--- config.mk ---
export PLATFORM = sky130hd
export DESIGN_NAME = led_ring_clock_hand_renderer_unit
export DESIGN_NICKNAME = d
export VERILOG_FILES = /design/src/rtl/lrc_pkg.sv /design/src/rtl/lrc_hand_div.sv /design/src/rtl/led_ring_clock_hand_renderer_unit.sv
export SDC_FILE = /design/constraint.sdc
export NUM_CORES = 2
export LEC_CHECK = 0
export BUFFER_PORTS_ARGS = -buffer_cell sky130_fd_sc_hd__buf_2
export CAP_MARGIN = 10
export CORE_ASPECT_RATIO = 0.9
export CORE_MARGIN = 2
export CORE_UTILIZATION = 27
export CTS_CLUSTER_SIZE = 28
export DETAILED_ROUTE_END_ITERATION = 16
export PLACE_DENSITY_LB_ADDON = 0.05
export SLEW_MARGIN = 20
export SYNTH_ARGS = -nofsm -noshare
export SYNTH_HDL_FRONTEND = slang
export SYNTH_HIERARCHICAL = 1
export SYNTH_SLANG_ARGS = --single-unit
--- constraint.sdc ---
create_clock -name clk -period 10.37 [get_ports clk]
set_input_delay 1.037 -clock clk [delete_from_list [all_inputs] [get_ports clk]]
set_output_delay 1.037 -clock clk [all_outputs]
set_load 0.01 [all_outputs]
--- src/rtl/lrc_pkg.sv ---
// Package for the LED ring clock hand renderer: sizes, register indexes,
// divider state and status types. Depends on nothing.
`default_nettype none
package lrc_pkg;

  localparam int LED_COUNT = 60;
  localparam int FRAC_BITS = 8;

  localparam int LED_W  = $clog2(LED_COUNT);
  localparam int LVL_W  = FRAC_BITS + 1;
  localparam int CLK_W  = 25;
  localparam int QUO_W  = LED_W + FRAC_BITS;
  localparam int NUM_W  = CLK_W + QUO_W;
  localparam int CNT_W  = $clog2(CLK_W);
  localparam int HUE_W  = 9;

  localparam int HUE_WRAP      = 360;
  localparam int SEC_PER_MIN   = 60;
  localparam int SEC_PER_HOUR  = 3600;
  localparam int HOURS_HALF    = 12;
  localparam int HOURS_FULL    = 24;

  // Configuration register indexes
  localparam logic [2:0] REG_TICKS      = 3'd0;
  localparam logic [2:0] REG_SECOND_HUE = 3'd1;
  localparam logic [2:0] REG_MINUTE_HUE = 3'd2;
  localparam logic [2:0] REG_HOUR_HUE   = 3'd3;
  localparam logic [2:0] REG_BRIGHTNESS = 3'd4;
  localparam logic [2:0] REG_SATURATION = 3'd5;
  localparam logic [2:0] REG_DAY_MODE   = 3'd6;

  typedef enum logic [1:0] {
    DIV_IDLE,
    DIV_MOD,
    DIV_QUO,
    DIV_DONE
  } div_state_t;

  typedef struct packed {
    logic idle;
    logic done;
  } div_status_t;

endpackage
`default_nettype wire

--- src/rtl/lrc_hand_div.sv ---
// Hand placement unit: bit-serial clk mod span, then a shifted-divisor
// quotient of that remainder scaled to LED positions. Depends on lrc_pkg.
`default_nettype none
module lrc_hand_div import lrc_pkg::*; (
  input  wire logic             clk,
  input  wire logic             rst,
  input  wire logic             start,
  input  wire logic             take,
  input  wire logic [CLK_W-1:0] clk_count,
  input  wire logic [CLK_W-1:0] span,
  output div_status_t           status,
  output logic [LED_W-1:0]      pos,
  output logic [LED_W-1:0]      nxt,
  output logic [LVL_W-1:0]      lvl_pos,
  output logic [LVL_W-1:0]      lvl_nxt
);

  div_state_t state, state_next;

  logic [CLK_W-1:0] num;
  logic [CLK_W-1:0] rem;
  logic [CLK_W-1:0] div;
  logic [NUM_W-1:0] x;
  logic [NUM_W-1:0] dsh;
  logic [QUO_W-1:0] quo;
  logic [CNT_W-1:0] cnt;

  logic [CLK_W:0]   trial;
  logic [CLK_W-1:0] rem_step;
  logic             x_ge;

  // One restoring step of the remainder
  assign trial    = {rem, num[CLK_W-1]};
  assign rem_step = (trial >= {1'b0, div}) ? CLK_W'(trial - {1'b0, div})
                                           : trial[CLK_W-1:0];
  assign x_ge     = (x >= dsh);

  // Next state
  always_comb begin
    state_next = state;
    unique case (state)
      DIV_IDLE: if (start) state_next = DIV_MOD;
      DIV_MOD:  if (cnt == '0) state_next = DIV_QUO;
      DIV_QUO:  if (cnt == '0) state_next = DIV_DONE;
      DIV_DONE: if (take) state_next = DIV_IDLE;
      default:  state_next = DIV_IDLE;
    endcase
  end

  // Status outputs
  always_comb begin
    status.idle = (state == DIV_IDLE);
    status.done = (state == DIV_DONE);
  end

  always_ff @(posedge clk) begin
    if (rst) begin
      state <= DIV_IDLE;
    end else begin
      state <= state_next;
    end
  end

  // Datapath: load, reduce modulo span, then extract the scaled quotient
  always_ff @(posedge clk) begin
    case (state)
      DIV_IDLE: begin
        if (start) begin
          num <= clk_count;
          rem <= '0;
          div <= span;
          cnt <= CNT_W'(CLK_W - 1);
        end
      end
      DIV_MOD: begin
        rem <= rem_step;
        num <= {num[CLK_W-2:0], 1'b0};
        if (cnt == '0) begin
          x   <= (NUM_W'(rem_step) * NUM_W'(LED_COUNT)) << FRAC_BITS;
          dsh <= NUM_W'(div) << (QUO_W - 1);
          quo <= '0;
          cnt <= CNT_W'(QUO_W - 1);
        end else begin
          cnt <= cnt - 1'b1;
        end
      end
      DIV_QUO: begin
        if (x_ge) begin
          x <= x - dsh;
        end
        quo <= {quo[QUO_W-2:0], x_ge};
        dsh <= dsh >> 1;
        cnt <= cnt - 1'b1;
      end
      default: begin
      end
    endcase
  end

  // Hand position and intensities from the quotient
  assign pos     = quo[QUO_W-1:FRAC_BITS];
  assign nxt     = (pos == LED_W'(LED_COUNT - 1)) ? '0 : pos + 1'b1;
  assign lvl_nxt = {1'b0, quo[FRAC_BITS-1:0]};
  assign lvl_pos = LVL_W'(1 << FRAC_BITS) - lvl_nxt;

endmodule
`default_nettype wire

--- src/rtl/led_ring_clock_hand_renderer_unit.sv ---
// LED ring clock hand renderer: one transaction in, 60 HSV pixels out.
// The pixel emitter, which out_ready can stall, paces the frames; the next
// tick's placement overlaps the frame being drawn.
// Reset (rst, synchronous): clears all valid bits and loads register defaults.
`default_nettype none
module led_ring_clock_hand_renderer_unit import lrc_pkg::*; (
  input  wire logic       clk,
  input  wire logic       rst,
  input  wire logic       cfg_wr_en,
  input  wire logic [2:0] cfg_index,
  input  wire logic [8:0] cfg_data,
  input  wire logic       in_valid,
  output logic            in_ready,
  input  wire logic [4:0] hour_of_day,
  input  wire logic [5:0] minute_of_hour,
  input  wire logic [5:0] second_of_minute,
  input  wire logic [7:0] tick_in_second,
  output logic            out_valid,
  input  wire logic       out_ready,
  output logic [5:0]      pixel_index,
  output logic [8:0]      hue,
  output logic [7:0]      saturation,
  output logic [7:0]      brightness_value,
  output logic            last_pixel
);

  localparam int PRD_W = LVL_W + HUE_W;
  localparam int SUM_W = PRD_W + 2;
  localparam int HSH_W = SUM_W - FRAC_BITS;
  localparam int VPR_W = LVL_W + 8;

  // Configuration registers
  logic [7:0]       ticks_per_second;
  logic [HUE_W-1:0] second_hue;
  logic [HUE_W-1:0] minute_hue;
  logic [HUE_W-1:0] hour_hue;
  logic [7:0]       peak_brightness;
  logic [7:0]       pixel_saturation;
  logic             day_mode;

  always_ff @(posedge clk) begin
    if (rst) begin
      ticks_per_second <= 8'd25;
      second_hue       <= 9'd0;
      minute_hue       <= 9'd120;
      hour_hue         <= 9'd240;
      peak_brightness  <= 8'd255;
      pixel_saturation <= 8'd255;
      day_mode         <= 1'b0;
    end else if (cfg_wr_en) begin
      unique case (cfg_index)
        REG_TICKS:      ticks_per_second <= cfg_data[7:0];
        REG_SECOND_HUE: second_hue       <= cfg_data;
        REG_MINUTE_HUE: minute_hue       <= cfg_data;
        REG_HOUR_HUE:   hour_hue         <= cfg_data;
        REG_BRIGHTNESS: peak_brightness  <= cfg_data[7:0];
        REG_SATURATION: pixel_saturation <= cfg_data[7:0];
        REG_DAY_MODE:   day_mode         <= cfg_data[0];
        default: begin
        end
      endcase
    end
  end

  assign saturation = pixel_saturation;

  // Front pipeline: capture, products, sums
  logic             s1_v, s2_v, s3_v, s4_v;
  logic             s2_rdy, s3_rdy, s4_rdy;
  logic             div_start, div_take;
  div_status_t      st_s, st_m, st_h;

  logic [4:0]       s1_hr;
  logic [5:0]       s1_mn, s1_sc;
  logic [7:0]       s1_tk;

  logic [7:0]       t_eff;
  logic [4:0]       hr_mod;
  logic [5:0]       s2_mn;
  logic [4:0]       s2_hrm;
  logic [14:0]      s2_clk_s;
  logic [13:0]      s2_per_min;
  logic [19:0]      s2_per_hour;

  logic [14:0]      s3_clk_s;
  logic [19:0]      s3_clk_m;
  logic [13:0]      s3_per_min;
  logic [19:0]      s3_per_hour;
  logic [CLK_W-1:0] s3_hprod;
  logic [CLK_W-1:0] s3_span_h;

  logic [14:0]      s4_clk_s;
  logic [19:0]      s4_clk_m;
  logic [CLK_W-1:0] s4_clk_h;
  logic [13:0]      s4_per_min;
  logic [19:0]      s4_per_hour;
  logic [CLK_W-1:0] s4_span_h;

  logic div_idle, div_done;
  assign div_idle  = st_s.idle & st_m.idle & st_h.idle;
  assign div_done  = st_s.done & st_m.done & st_h.done;
  assign div_start = s4_v & div_idle;

  assign s4_rdy   = !s4_v || div_start;
  assign s3_rdy   = !s3_v || s4_rdy;
  assign s2_rdy   = !s2_v || s3_rdy;
  assign in_ready = !s1_v || s2_rdy;

  assign t_eff = (ticks_per_second == 8'd0) ? 8'd1 : ticks_per_second;

  // Hour modulo 12 or 24 for hours up to 31
  always_comb begin
    if (s1_hr >= 5'(HOURS_FULL)) begin
      hr_mod = s1_hr - 5'(HOURS_FULL);
    end else if (!day_mode && s1_hr >= 5'(HOURS_HALF)) begin
      hr_mod = s1_hr - 5'(HOURS_HALF);
    end else begin
      hr_mod = s1_hr;
    end
  end

  // Advance the valid bits
  always_ff @(posedge clk) begin
    if (rst) begin
      s1_v <= 1'b0;
      s2_v <= 1'b0;
      s3_v <= 1'b0;
      s4_v <= 1'b0;
    end else begin
      if (in_ready) s1_v <= in_valid;
      if (s2_rdy)   s2_v <= s1_v;
      if (s3_rdy)   s3_v <= s2_v;
      if (s4_rdy)   s4_v <= s3_v;
    end
  end

  // Stage payloads
  always_ff @(posedge clk) begin
    if (in_ready) begin
      s1_hr <= hour_of_day;
      s1_mn <= minute_of_hour;
      s1_sc <= second_of_minute;
      s1_tk <= tick_in_second;
    end
    if (s2_rdy) begin
      s2_mn       <= s1_mn;
      s2_hrm      <= hr_mod;
      s2_clk_s    <= 15'(s1_sc) * 15'(t_eff) + 15'(s1_tk);
      s2_per_min  <= 14'(t_eff) * 14'(SEC_PER_MIN);
      s2_per_hour <= 20'(t_eff) * 20'(SEC_PER_HOUR);
    end
    if (s3_rdy) begin
      s3_clk_s    <= s2_clk_s;
      s3_clk_m    <= 20'(s2_clk_s) + 20'(s2_mn) * 20'(s2_per_min);
      s3_per_min  <= s2_per_min;
      s3_per_hour <= s2_per_hour;
      s3_hprod    <= CLK_W'(s2_hrm) * CLK_W'(s2_per_hour);
      s3_span_h   <= CLK_W'(s2_per_hour) *
                     (day_mode ? CLK_W'(HOURS_FULL) : CLK_W'(HOURS_HALF));
    end
    if (s4_rdy) begin
      s4_clk_s    <= s3_clk_s;
      s4_clk_m    <= s3_clk_m;
      s4_clk_h    <= CLK_W'(s3_clk_m) + s3_hprod;
      s4_per_min  <= s3_per_min;
      s4_per_hour <= s3_per_hour;
      s4_span_h   <= s3_span_h;
    end
  end

  // Hand placement units
  logic [LED_W-1:0] d_pos_s, d_nxt_s, d_pos_m, d_nxt_m, d_pos_h, d_nxt_h;
  logic [LVL_W-1:0] d_lp_s, d_ln_s, d_lp_m, d_ln_m, d_lp_h, d_ln_h;

  lrc_hand_div u_div_s (
    .clk       (clk),
    .rst       (rst),
    .start     (div_start),
    .take      (div_take),
    .clk_count (CLK_W'(s4_clk_s)),
    .span      (CLK_W'(s4_per_min)),
    .status    (st_s),
    .pos       (d_pos_s),
    .nxt       (d_nxt_s),
    .lvl_pos   (d_lp_s),
    .lvl_nxt   (d_ln_s)
  );

  lrc_hand_div u_div_m (
    .clk       (clk),
    .rst       (rst),
    .start     (div_start),
    .take      (div_take),
    .clk_count (CLK_W'(s4_clk_m)),
    .span      (CLK_W'(s4_per_hour)),
    .status    (st_m),
    .pos       (d_pos_m),
    .nxt       (d_nxt_m),
    .lvl_pos   (d_lp_m),
    .lvl_nxt   (d_ln_m)
  );

  lrc_hand_div u_div_h (
    .clk       (clk),
    .rst       (rst),
    .start     (div_start),
    .take      (div_take),
    .clk_count (s4_clk_h),
    .span      (s4_span_h),
    .status    (st_h),
    .pos       (d_pos_h),
    .nxt       (d_nxt_h),
    .lvl_pos   (d_lp_h),
    .lvl_nxt   (d_ln_h)
  );

  // Frame emitter: hold the hands of the frame being drawn
  logic             frame_active;
  logic [LED_W-1:0] idx;
  logic             pe;
  logic [LED_W-1:0] pos_s, nxt_s, pos_m, nxt_m, pos_h, nxt_h;
  logic [LVL_W-1:0] lp_s, ln_s, lp_m, ln_m, lp_h, ln_h;

  assign pe       = !out_valid || out_ready;
  assign div_take = !frame_active && div_done;

  always_ff @(posedge clk) begin
    if (rst) begin
      frame_active <= 1'b0;
      idx          <= '0;
    end else if (div_take) begin
      frame_active <= 1'b1;
      idx          <= '0;
    end else if (frame_active && pe) begin
      idx <= idx + 1'b1;
      if (idx == LED_W'(LED_COUNT - 1)) begin
        frame_active <= 1'b0;
      end
    end
  end

  always_ff @(posedge clk) begin
    if (div_take) begin
      pos_s <= d_pos_s; nxt_s <= d_nxt_s; lp_s <= d_lp_s; ln_s <= d_ln_s;
      pos_m <= d_pos_m; nxt_m <= d_nxt_m; lp_m <= d_lp_m; ln_m <= d_ln_m;
      pos_h <= d_pos_h; nxt_h <= d_nxt_h; lp_h <= d_lp_h; ln_h <= d_ln_h;
    end
  end

  // Per-pixel intensity of each hand
  logic [LVL_W-1:0] w_s, w_m, w_h, pk_sm, pk;

  always_comb begin
    w_s = (idx == pos_s) ? lp_s : ((idx == nxt_s) ? ln_s : '0);
    w_m = (idx == pos_m) ? lp_m : ((idx == nxt_m) ? ln_m : '0);
    w_h = (idx == pos_h) ? lp_h : ((idx == nxt_h) ? ln_h : '0);
    pk_sm = (w_s > w_m) ? w_s : w_m;
    pk    = (w_h > pk_sm) ? w_h : pk_sm;
  end

  // Pixel pipeline, stalled as a whole by the output register
  logic             pa_v, pb_v;
  logic [LED_W-1:0] pa_idx, pb_idx;
  logic             pa_last, pb_last;
  logic [LVL_W-1:0] pa_ws, pa_wm, pa_wh, pa_pk;
  logic [PRD_W-1:0] pb_ps, pb_pm, pb_ph;
  logic [VPR_W-1:0] pb_vp;

  logic [SUM_W-1:0] hsum;
  logic [HSH_W-1:0] hsh;
  logic [HUE_W-1:0] hue_mod;

  assign hsum = SUM_W'(pb_ps) + SUM_W'(pb_pm) + SUM_W'(pb_ph);
  assign hsh  = hsum[SUM_W-1:FRAC_BITS];

  // Reduce the hue modulo 360
  always_comb begin
    if (hsh >= HSH_W'(4 * HUE_WRAP)) begin
      hue_mod = HUE_W'(hsh - HSH_W'(4 * HUE_WRAP));
    end else if (hsh >= HSH_W'(3 * HUE_WRAP)) begin
      hue_mod = HUE_W'(hsh - HSH_W'(3 * HUE_WRAP));
    end else if (hsh >= HSH_W'(2 * HUE_WRAP)) begin
      hue_mod = HUE_W'(hsh - HSH_W'(2 * HUE_WRAP));
    end else if (hsh >= HSH_W'(HUE_WRAP)) begin
      hue_mod = HUE_W'(hsh - HSH_W'(HUE_WRAP));
    end else begin
      hue_mod = HUE_W'(hsh);
    end
  end

  always_ff @(posedge clk) begin
    if (rst) begin
      pa_v      <= 1'b0;
      pb_v      <= 1'b0;
      out_valid <= 1'b0;
    end else if (pe) begin
      pa_v      <= frame_active;
      pb_v      <= pa_v;
      out_valid <= pb_v;
    end
  end

  always_ff @(posedge clk) begin
    if (pe) begin
      pa_idx  <= idx;
      pa_last <= (idx == LED_W'(LED_COUNT - 1));
      pa_ws   <= w_s;
      pa_wm   <= w_m;
      pa_wh   <= w_h;
      pa_pk   <= pk;

      pb_idx  <= pa_idx;
      pb_last <= pa_last;
      pb_ps   <= PRD_W'(pa_ws) * PRD_W'(second_hue);
      pb_pm   <= PRD_W'(pa_wm) * PRD_W'(minute_hue);
      pb_ph   <= PRD_W'(pa_wh) * PRD_W'(hour_hue);
      pb_vp   <= VPR_W'(pa_pk) * VPR_W'(peak_brightness);

      pixel_index      <= 6'(pb_idx);
      last_pixel       <= pb_last;
      hue              <= hue_mod;
      brightness_value <= pb_vp[FRAC_BITS+7:FRAC_BITS];
    end
  end

endmodule
`default_nettype wire

==> metrics.cfg <==
[setup_path]
arrival_ps=8090
cpMaxStageDelayCell=mux2i_1
endpoint_kind=register
cp_max_fo=32
cp_cell_sequence=ha_1 > nand2_1 > o211ai_2 > a22oi_1 > a21oi_1 > nor4_4 > buf_4 > nor2_4 > buf_4 > mux2i_1 > inv_1 > fa_1 > inv_1 > fa_1 > inv_1 > ha_1 > a21oi_1 > o21bai_1 > a221oi_1 > a21boi_0 > o21bai_1 > mux2_2 > nor3_1
cp-start-kind=register
criticalPathCategory=register to register
timing.rr.start=u_div_s/rem[3]
regToRegSetupSlack_ps=2910
reg2reg_to=u_div_s/x[35]
critPathMaxStageDelay_ps=590
path_common_cell=inv_1
r2r_cells=23
critical_path_required_ps=11000

[cts]
numCtsBuffers=151
cts_resized=0
cts_max_level=4
cts_root_buf=clkbuf_16
cts_tree=yes
clk_pin_slew_ps=50
cts_buffer_depth=4
clock_sinks=1089
postCtsSetupRepairBufs=0
clkLatencyLatePin_ps=850
postCtsHoldBufs=0

[power]
p_leak_nw=39.0
power_density_nw_per_um2=268
p_total_mw=24.5
ir_drop_mv=0.239

[global_routing]
grt_pass1_vias=56400
grt_use_total_pct=14.5
grt_start_max_net_pins=83
grt_pass1_wl_mm=347
antenna_found_initial=6
grt-ovfl-total=0

[floorplanning]
initial_core_util_pct=27.1
die_y_um=525
coreArea_um2=301000
top_level_ports=76
fp.dieW_um=583
dieArea_um2=306000
rows=191

[logic_synthesis]
syn_avg_cell_area_um2=10.5
syn-cell-area_um2=81500
synth_flop_cell=edfxtp_1
synth_area_leaders=edfxtp_1 37%, ha_1 11%, fa_1 11%
yosys.area.top_type=edfxtp_1
ys_seq_area_share_pct=39.2
synth-seq-cells=1089
syn_inst=7795
synth-edff-count=1017
yosysTopAreaCellShare_pct=37.5
ys_warn_count=6
synth_cell_type_count=112
async_flop_share_pct=0

[detailed_routing]
drt-total-wl_mm=224
wire_per_inst_um=18.7
via_per_inst=4.56
dr.pass1.iters=5
routed-via-count=54500
drc=0
ant_nets=0
first_iter_violations=2657

[placed_design]
place.gp.congestion=0.779
portBuffers=75
dp_hpwl_mm=168

[layout]
seqCellArea_um2=32000
nets=9085
drive_above_1_share_pct=7.06
final_common_cell=edfxtp_1
area_growth_pct=12.2
multi_input_area_um2=45100
n_fill_cell=31100
most-common-layout-cells=1017 x edfxtp_1, 994 x inv_1, 722 x ha_1

[min_path]
min_path_cells=1
min_to=s1_mn[3]
hold_start=minute_of_hour[3]
hold_class=input pin to register

[timing]
tns_ps=0
grt_setup_unrepaired=no
worstMarginPinSlew_ps=1020
setup_viol=0
fmax_mhz=134
finClkSkew_ps=65.4
hold_viol=0
relSlewSlack_pct=31.5
fin_crit_sh_pct=71.9
slew_violations=0
min_period_ps=7460

[status]
run_status=finished clean

[run]
cap_viol_max_count=0

## metrics by stage
| step | hold WS (ps) | setup slack [ps] | util, % | instance area (um^2) | cells |
|---|---|---|---|---|---|
| 2_1_floorplan | 400 | 2180 | - | 81700 | 7837 |
| 3_3_place_gp | 400 | 2960 | 28.8 | 86500 | 11700 |
| 3_5_place_dp | 405 | 2900 | 28.8 | 86500 | 11700 |
| 4_1_cts | 256 | 2840 | 30.4 | 91400 | 11900 |
| 5_1_grt | 277 | 2390 | 30.4 | 91400 | 11900 |
| 6_report | 362 | 2910 | 30.4 | 91400 | 11900 |
## flip-flops by register name, indices dropped and copies added (netlist names), 21 cells and up
signal / flops
u_div_h/x: 39
u_div_h/div: 25
u_div_s/dsh: 38
u_div_s/rem: 25
u_div_h/dsh: 38
u_div_m/x: 39
u_div_m/dsh: 38
u_div_s/div: 25
u_div_h/num: 25
u_div_m/num: 25
u_div_m/div: 25
s4_clk_h: 21
s3_hprod: 21
u_div_m/rem: 25
u_div_s/num: 25
u_div_h/rem: 25
u_div_s/x: 39
## critical path: cells and delay by family, from the launching register on
kind                       cells  cell delay (ps)
DFF                            1              530
AOI/OAI and AO/OA              8             2320
buffers and inverters          5              980
and+or+nand+nor                4              710
muxes                          2              900
adders and majority gates      4             1830
## layout make-up
cell class / instances / share of cell area (%)
Tap cell: 3956 / 5.41
Timing Repair Buffer: 122 / 0.796
Sequential cell: 1089 / 35.0
Clock inverter: 83 / 1.04
Clock buffer: 187 / 4.35
Multi-Input combinational cell: 5493 / 49.3
Antenna cell: 5 / 0.0137
Inverter: 1005 / 4.14
## power breakdown
group	internal [mW]	total [mW]	leakage [nW]	switching, mW
registers	6.19	6.61	10.7	0.416
logic	5.29	12.6	25.9	7.33
clock network	3.16	5.31	2.39	2.15
## synth_stat cells (all sizes together), types with 25 or more instances
| cell | n |
|---|---|
| a21oi | 472 |
| nand2b | 59 |
| o21ai | 334 |
| edfxtp | 1017 |
| o21a | 62 |
| a22o | 25 |
| nor3 | 91 |
| buf | 57 |
| xor2 | 180 |
| xnor2 | 306 |
| and3 | 40 |
| nor2b | 119 |
| nor2 | 403 |
| clkbuf | 193 |
| mux2 | 104 |
| ha | 728 |
| mux2i | 97 |
| o21bai | 79 |
| inv | 1001 |
| nand4 | 67 |
| dfxtp | 72 |
| a21o | 148 |
| nor4 | 27 |
| fa | 453 |
| maj3 | 26 |
| nand2 | 674 |
| a211oi | 48 |
| and2 | 380 |
| nand3 | 104 |
| a31oi | 38 |
| o211ai | 35 |
## cells by family (layout without fill, tap and decap cells)
| group | Yosys count | in the layout | synth area share (%) |
|---|---|---|---|
| simple gates | 2081 | 2081 | 12.6 |
| compound gates | 1472 | 1472 | 11.6 |
| buf+inv | 1255 | 1397 | 5.90 |
| fa+ha+maj | 1207 | 1207 | 22.6 |
| flops | 1089 | 1089 | 39.2 |
| xor+xnor | 486 | 486 | 5.24 |
| mux | 201 | 201 | 2.80 |
| other cells | 4 | 51 | 0.0184 |
## layer usage
layer | up-vias | GRT usage [%] | share of wire, % | routed length (um)
li1 | 27000 | - | - | -
met2 | 573 | 22.6 | 44 | 98200
met1 | 26700 | 21.4 | 51 | 115000
met4 | 0 | 3.13 | 2.1 | 4710
met5 | - | 0 | 0 | 0
met3 | 231 | 1.67 | 2.6 | 5760
## how the worst max path moves through the flow
stage               cells past startpoint  slack (ps)             to              from
floorplan                               5        2180   u_div_s/x[0]  u_div_s/state[1]
global placement                       23        2960  u_div_s/x[37]    u_div_s/rem[3]
detailed placement                     23        2900  u_div_s/x[37]    u_div_s/rem[3]
CTS                                    23        2840  u_div_s/x[37]    u_div_s/rem[3]
global route                           23        2390  u_div_s/x[37]    u_div_s/rem[3]
finish                                 23        2910  u_div_s/x[35]    u_div_s/rem[3]
(Power assumes the default switching activity.)
